**config.mk**
```make
export PLATFORM = sky130hd
export DESIGN_NAME = incp_ctrl
export DESIGN_NICKNAME = d
export VERILOG_FILES = /design/src/hw/rtl/incp_pkg.sv /design/src/hw/rtl/incp_ctrl.sv
export SDC_FILE = /design/constraint.sdc
export NUM_CORES = 1
export LEC_CHECK = 0
export BUFFER_PORTS_ARGS = -buffer_cell sky130_fd_sc_hd__clkbuf_2
export CAP_MARGIN = 15
export CORE_AREA = 2 2 39 41
export DETAILED_ROUTE_END_ITERATION = 10
export DIE_AREA = 0 0 41 43
export RECOVER_POWER = 100
export SETUP_SLACK_MARGIN = 0.3
export SYNTH_ARGS = -nofsm -noshare
export SYNTH_HDL_FRONTEND = slang
export SYNTH_SLANG_ARGS = --single-unit
export TNS_END_PERCENT = 100
```
**constraint.sdc**
```tcl
create_clock -name clk -period 2.7 [get_ports clk]
set_input_delay 0.405 -clock clk [delete_from_list [all_inputs] [get_ports clk]]
set_output_delay 0.405 -clock clk [all_outputs]
set_load 0.05 [all_outputs]
```
**src/hw/rtl/incp_pkg.sv**
```systemverilog
// ----------------------------------------------------------------------------
// incp_pkg
// Shared types and constants for the interrupt nesting cycle profiler.
// ----------------------------------------------------------------------------
`default_nettype none

package incp_pkg;

  localparam logic [2:0] OP_ENTER = 3'd0;
  localparam logic [2:0] OP_EXIT  = 3'd1;
  localparam logic [2:0] OP_READ  = 3'd2;
  localparam logic [2:0] OP_CLEAR = 3'd3;
  localparam logic [2:0] OP_INIT  = 3'd4;

  localparam logic [7:0] DEPTH_MAX  = 8'd255;
  localparam logic [5:0] OWNER_NONE = 6'h3F;

  typedef enum logic [2:0] {
    S_IDLE,
    S_READ,
    S_UPDATE,
    S_SECOND,
    S_STAMP,
    S_OUTPUT
  } state_t;

  typedef struct packed {
    logic start;
    logic rd_first;
    logic upd_a;
    logic upd_b;
    logic stamp;
    logic load;
  } cmd_t;

  typedef struct packed {
    logic is_enter;
    logic is_exit;
    logic prev_ok;
  } sts_t;

endpackage

`default_nettype wire

```
**src/hw/rtl/incp_ctrl.sv**
```systemverilog
// ----------------------------------------------------------------------------
// incp_ctrl
// Sequencer: steps each request through table reads, updates and output.
// ----------------------------------------------------------------------------
`default_nettype none

module incp_ctrl (
  input  wire           clk,
  input  wire           rst,
  input  wire           in_valid,
  output logic          in_stall,
  output logic          out_valid,
  input  wire           out_stall,
  input  incp_pkg::sts_t sts,
  output incp_pkg::cmd_t cmd
);
  import incp_pkg::*;

  state_t state, state_next;

  always_ff @(posedge clk) begin
    if (rst) begin
      state     <= S_IDLE;
      out_valid <= 1'b0;
    end else begin
      state <= state_next;
      if (cmd.load) begin
        out_valid <= 1'b1;
      end else if (!out_stall) begin
        out_valid <= 1'b0;
      end
    end
  end

  always_comb begin
    state_next = state;
    cmd        = '0;
    in_stall   = 1'b1;
    unique case (state)
      S_IDLE: begin
        in_stall = 1'b0;
        if (in_valid) begin
          cmd.start  = 1'b1;
          state_next = S_READ;
        end
      end
      S_READ: begin
        cmd.rd_first = 1'b1;
        state_next   = S_UPDATE;
      end
      S_UPDATE: begin
        cmd.upd_a = 1'b1;
        if (sts.is_enter) begin
          state_next = S_SECOND;
        end else if (sts.is_exit && sts.prev_ok) begin
          state_next = S_STAMP;
        end else begin
          state_next = S_OUTPUT;
        end
      end
      S_SECOND: begin
        cmd.upd_b  = 1'b1;
        state_next = S_OUTPUT;
      end
      S_STAMP: begin
        cmd.stamp  = 1'b1;
        state_next = S_OUTPUT;
      end
      S_OUTPUT: begin
        if (!out_valid || !out_stall) begin
          cmd.load   = 1'b1;
          state_next = S_IDLE;
        end
      end
      default: state_next = S_IDLE;
    endcase
  end

endmodule

`default_nettype wire

```
# Word level (Yosys, flattened, before mapping)
# Index checks and enable logic that the tools add are counted.
[word_totals]
register_bits = 4
inputBits = 7
out_inout_bits = 8
word_cells = 33
[classes]
eq_ne = 8
muxes = 16
n_reduce_logical = 7
[ops]
columns = ["operator", "count"]
rows = [
  ["3-bit one-hot mux with 5 select lines", 1],
  ["1-bit two-way mux", 12],
  ["3-bit two-way mux", 3],
  ["3-bit by 2-bit equality test with 1-bit output (second input constant)", 2],
  ["3-bit equality test (second input constant)", 2],
  ["2-bit inequality test (second input constant)", 2],
  ["3-bit by 1-bit equality test with 1-bit output (second input constant)", 1],
  ["3-bit logical NOT", 1],
  ["1-bit logical NOT", 2],
  ["2-bit by 1-bit inequality test with 1-bit output (second input constant)", 1],
  ["2-bit AND reduction", 1],
  ["2-bit OR reduction", 1],
  ["1-bit logical AND", 1],
  ["1-bit logical OR", 1],
]

# Logic depth before layout (Yosys ltp)
[logic_depth]
ltp_word = 5
depth_mapped = 4
ltp_nobuf = 3

# Worst setup path before layout
# No wires, ideal clock.
[synth_timing]
path_kind = "register -> output"
startpoint = "register state[0]"
endpoint = "output port cmd[5] (netlist bit)"
arrival_time_ns = 1.342
required_ns = 2.295
path_slack_ns = 0.953
path_stages_with_launch = 4
n_path_buf = 1
cell_sequence = "dfxtp_1 > buf_6 > or3_4 > nor2_2"
[synth_lines]
columns = ["element", "line", "text"]
rows = [
  ["start, declared", "incp_ctrl.sv:19", "state_t state, state_next;"],
  ["start signal, assigned", "incp_ctrl.sv:26", "state <= state_next;"],
  ["end, declared", "incp_ctrl.sv:15", "output incp_pkg::cmd_t cmd"],
]

==> impl_metrics.py <==
metrics = {
    "worst_setup_path": {
        "cp-start-kind": "register",
        "reg2regPathDepth": 3,
        "rr_startpoint": "state[1]",
        "critical_path_required_ns": 2.30,
        "cp-startpoint": "state[0]",
        "cp_max_fo": 10,
        "critPathArrivalTime_ns": 1.58,
        "reg2reg_to": "state[0]",
        "rrSetupSlack_ns": 1.72,
        "crit_type": "reg2out",
        "end_kind": "primary output",
    },
    "timing": {
        "setup_tns_ns": 0,
        "finalClockSkew_ns": 0.00252,
        "drv_slew": 0,
        "fin_crit_sh": 0.736,
        "final_hold_viol_count": 0,
        "whs_ns": 0.380,
        "tightest_slew_ns": 0.595,
        "rsz0062_at_grt": "false",
        "period_minus_slack_ns": 1.99,
        "fmax_mhz": 504,
        "setup_ws_ns": 0.714,
        "setup_viol": 0,
        "maxSlewHeadroom": 0.605,
    },
    "routing": {
        "drt-total-wl_um": 537,
        "dr.pass1.iters": 4,
        "wl_met2_um": 227,
        "postRouteAntennaNets": 0,
        "wl_met3_um": 58,
        "dr_total_vias": 252,
        "via_per_inst": 4.06,
        "drc": 0,
        "wl_per_cell_um": 8.66,
        "drt-met1-wl_um": 251,
        "routed.top_layer": "met3",
        "drt_iter0_markers": 6,
    },
    "pwr": {
        "p_comb_frac": 0.338,
        "p_total_uw": 224,
        "netSwitchingFraction": 0.393,
        "peakVddDrop_mv": 0.307,
        "pwr-share-seq": 0.320,
        "p_leak_uw": 0.000148,
        "p_per_area_nw_per_um2": 672,
        "clkPwrFrac": 0.342,
        "p_switching_uw": 88.0,
        "p_int_uw": 136,
    },
    "flow_run": {
        "drv_cap": 0,
    },
    "yosys": {
        "synth-seq-cells": 4,
        "syn_avg_cell_area_um2": 8.05,
        "synth_top_area_cell": "dfxtp_1",
        "yosys-top-cells-count": "4 x dfxtp_1, 4 x nand2_1, 3 x a21oi_1",
        "synth_nets": 37,
        "synth_warnings": 0,
        "post-synth-top-area-fraction": 0.332,
        "syn_inst": 30,
        "synth.area.top_cells": "dfxtp_1 33%, a21oi_1 6.2%, and2b_1 6.2%, nand2_1 6.2%, buf_6 4.7%",
        "synth_ff_type": "dfxtp_1",
        "yosysSeqAreaShare": 0.332,
        "syn_area_um2": 241,
        "synth-edff-count": 0,
        "async_reset_ff_frac": 0,
        "synth.distinct_cells": 19,
    },
    "floorplanning": {
        "fp.dieW_um": 41,
        "rows": 14,
        "ios": 15,
        "initial_utilization": 0.175,
        "die_area_um2": 1760,
        "die_h_um": 43,
        "core_um2": 1380,
    },
    "final_layout": {
        "drive_above_1_share": 0.283,
        "area_growth_pct": 37.8,
        "antenna_cells": 0,
        "finalNetCount": 55,
    },
    "place": {
        "place.gp.congestion": 0.751,
        "place_ws_ns": 1.16,
        "port_buffers": 14,
    },
    "clock_tree": {
        "ctsHoldBuffers": 0,
        "clock_latency_ns": 0.24,
        "post_cts_resized": 0,
        "clockBufferDepth": 2,
        "clk_pin_slew_worst_paths_ns": 0.04,
        "cts_tree": "built",
        "htree_levels": 1,
        "post_cts_buffers": 0,
        "cts_sinks": 4,
        "cts-root-buf": "clkbuf_4",
        "numCtsBuffers": 3,
    },
    "grt": {
        "antenna_found_initial": 0,
        "grt_max_degree": 11,
        "grt_pass1_vias": 199,
        "grt_pass1_wl_um": 848,
        "track_usage": 0.0824,
        "gr-total-overflow": 0,
    },
    "hold_path": {
        "hold_class": "in2reg",
        "hold_path_depth": 2,
        "hold_end": "state[0]",
        "hp-start": "rst",
    },
    "status": {
        "status": "complete, no violations",
    },
}
-- how the worst max path moves through the flow --
stage / end / depth (start not counted) / slack (ns)
finish: cmd[5] / 3 / 0.71
detailed placement: cmd[5] / 3 / 1.16
CTS: cmd[5] / 3 / 0.90
global placement: cmd[5] / 3 / 1.17
floorplan: cmd[5] / 3 / 0.95
global route: cmd[5] / 3 / 0.64
-- metal layers --
metal / up-vias / GRT usage
met1: 106 / 0.0935
met3: 0 / 0.0785
met5: - / 0
li1: 134 / -
met4: 0 / 0.0800
met2: 12 / 0.0813
-- layout by cell type (no fill, tap or decap), drive strengths merged, types with 2 or more instances in the layout --
| master | synthesis | layout |
|---|---|---|
| inv | 2 | 2 |
| nor2 | 3 | 3 |
| and2 | 2 | 2 |
| a21oi | 3 | 3 |
| nand2 | 4 | 4 |
| and2b | 3 | 3 |
| clkbuf | 0 | 17 |
| dfxtp | 4 | 4 |
-- through the flow --
| stage | std cells | util | area, µm² |
|---|---|---|---|
| global placement | 59 | 0.231 | 320 |
| global route | 62 | 0.241 | 333 |
| finish | 62 | 0.241 | 333 |
| floorplan | 30 | - | 241 |
| detailed placement | 59 | 0.231 | 320 |
| CTS | 62 | 0.248 | 343 |
-- critical path, stage by stage, from the launching register on --
cell and delay, ns:
dfxtp_1 0.38, or3_4 0.42, nor2_2 0.08, clkbuf_1 0.47
-- state kept, by name (all words and copies together), names as in the netlist --
register	flops
state	3
out_valid	1
-- power by group through the flow --
stage	sequential [µW]	combinational (µW)	clock, µW
final	71.6	75.6	76.5
after global routing	73.2	79.6	87.4
after CTS	71.6	79.1	79.5
after detailed placement	72.4	78.8	0
after global placement	72.3	78.5	0
after floorplan	68.6	68.3	0
-- cell families after synthesis --
logic type	after synthesis	synth area share
compound gates	8	0.212
simple gates	15	0.378
flops	4	0.332
buf+inv	3	0.0777
-- cell type report --
| type | instances | area (µm²) |
|---|---|---|
| Fill cell | 154 | 1050 |
| Clock buffer | 3 | 22.5 |
| Multi-Input combinational cell | 23 | 143 |
| Inverter | 2 | 7.51 |
| Sequential cell | 4 | 80.1 |
| Tap cell | 16 | 20.0 |
| Timing Repair Buffer | 14 | 60.1 |
No activity file was read; power rests on OpenSTA's default activity.
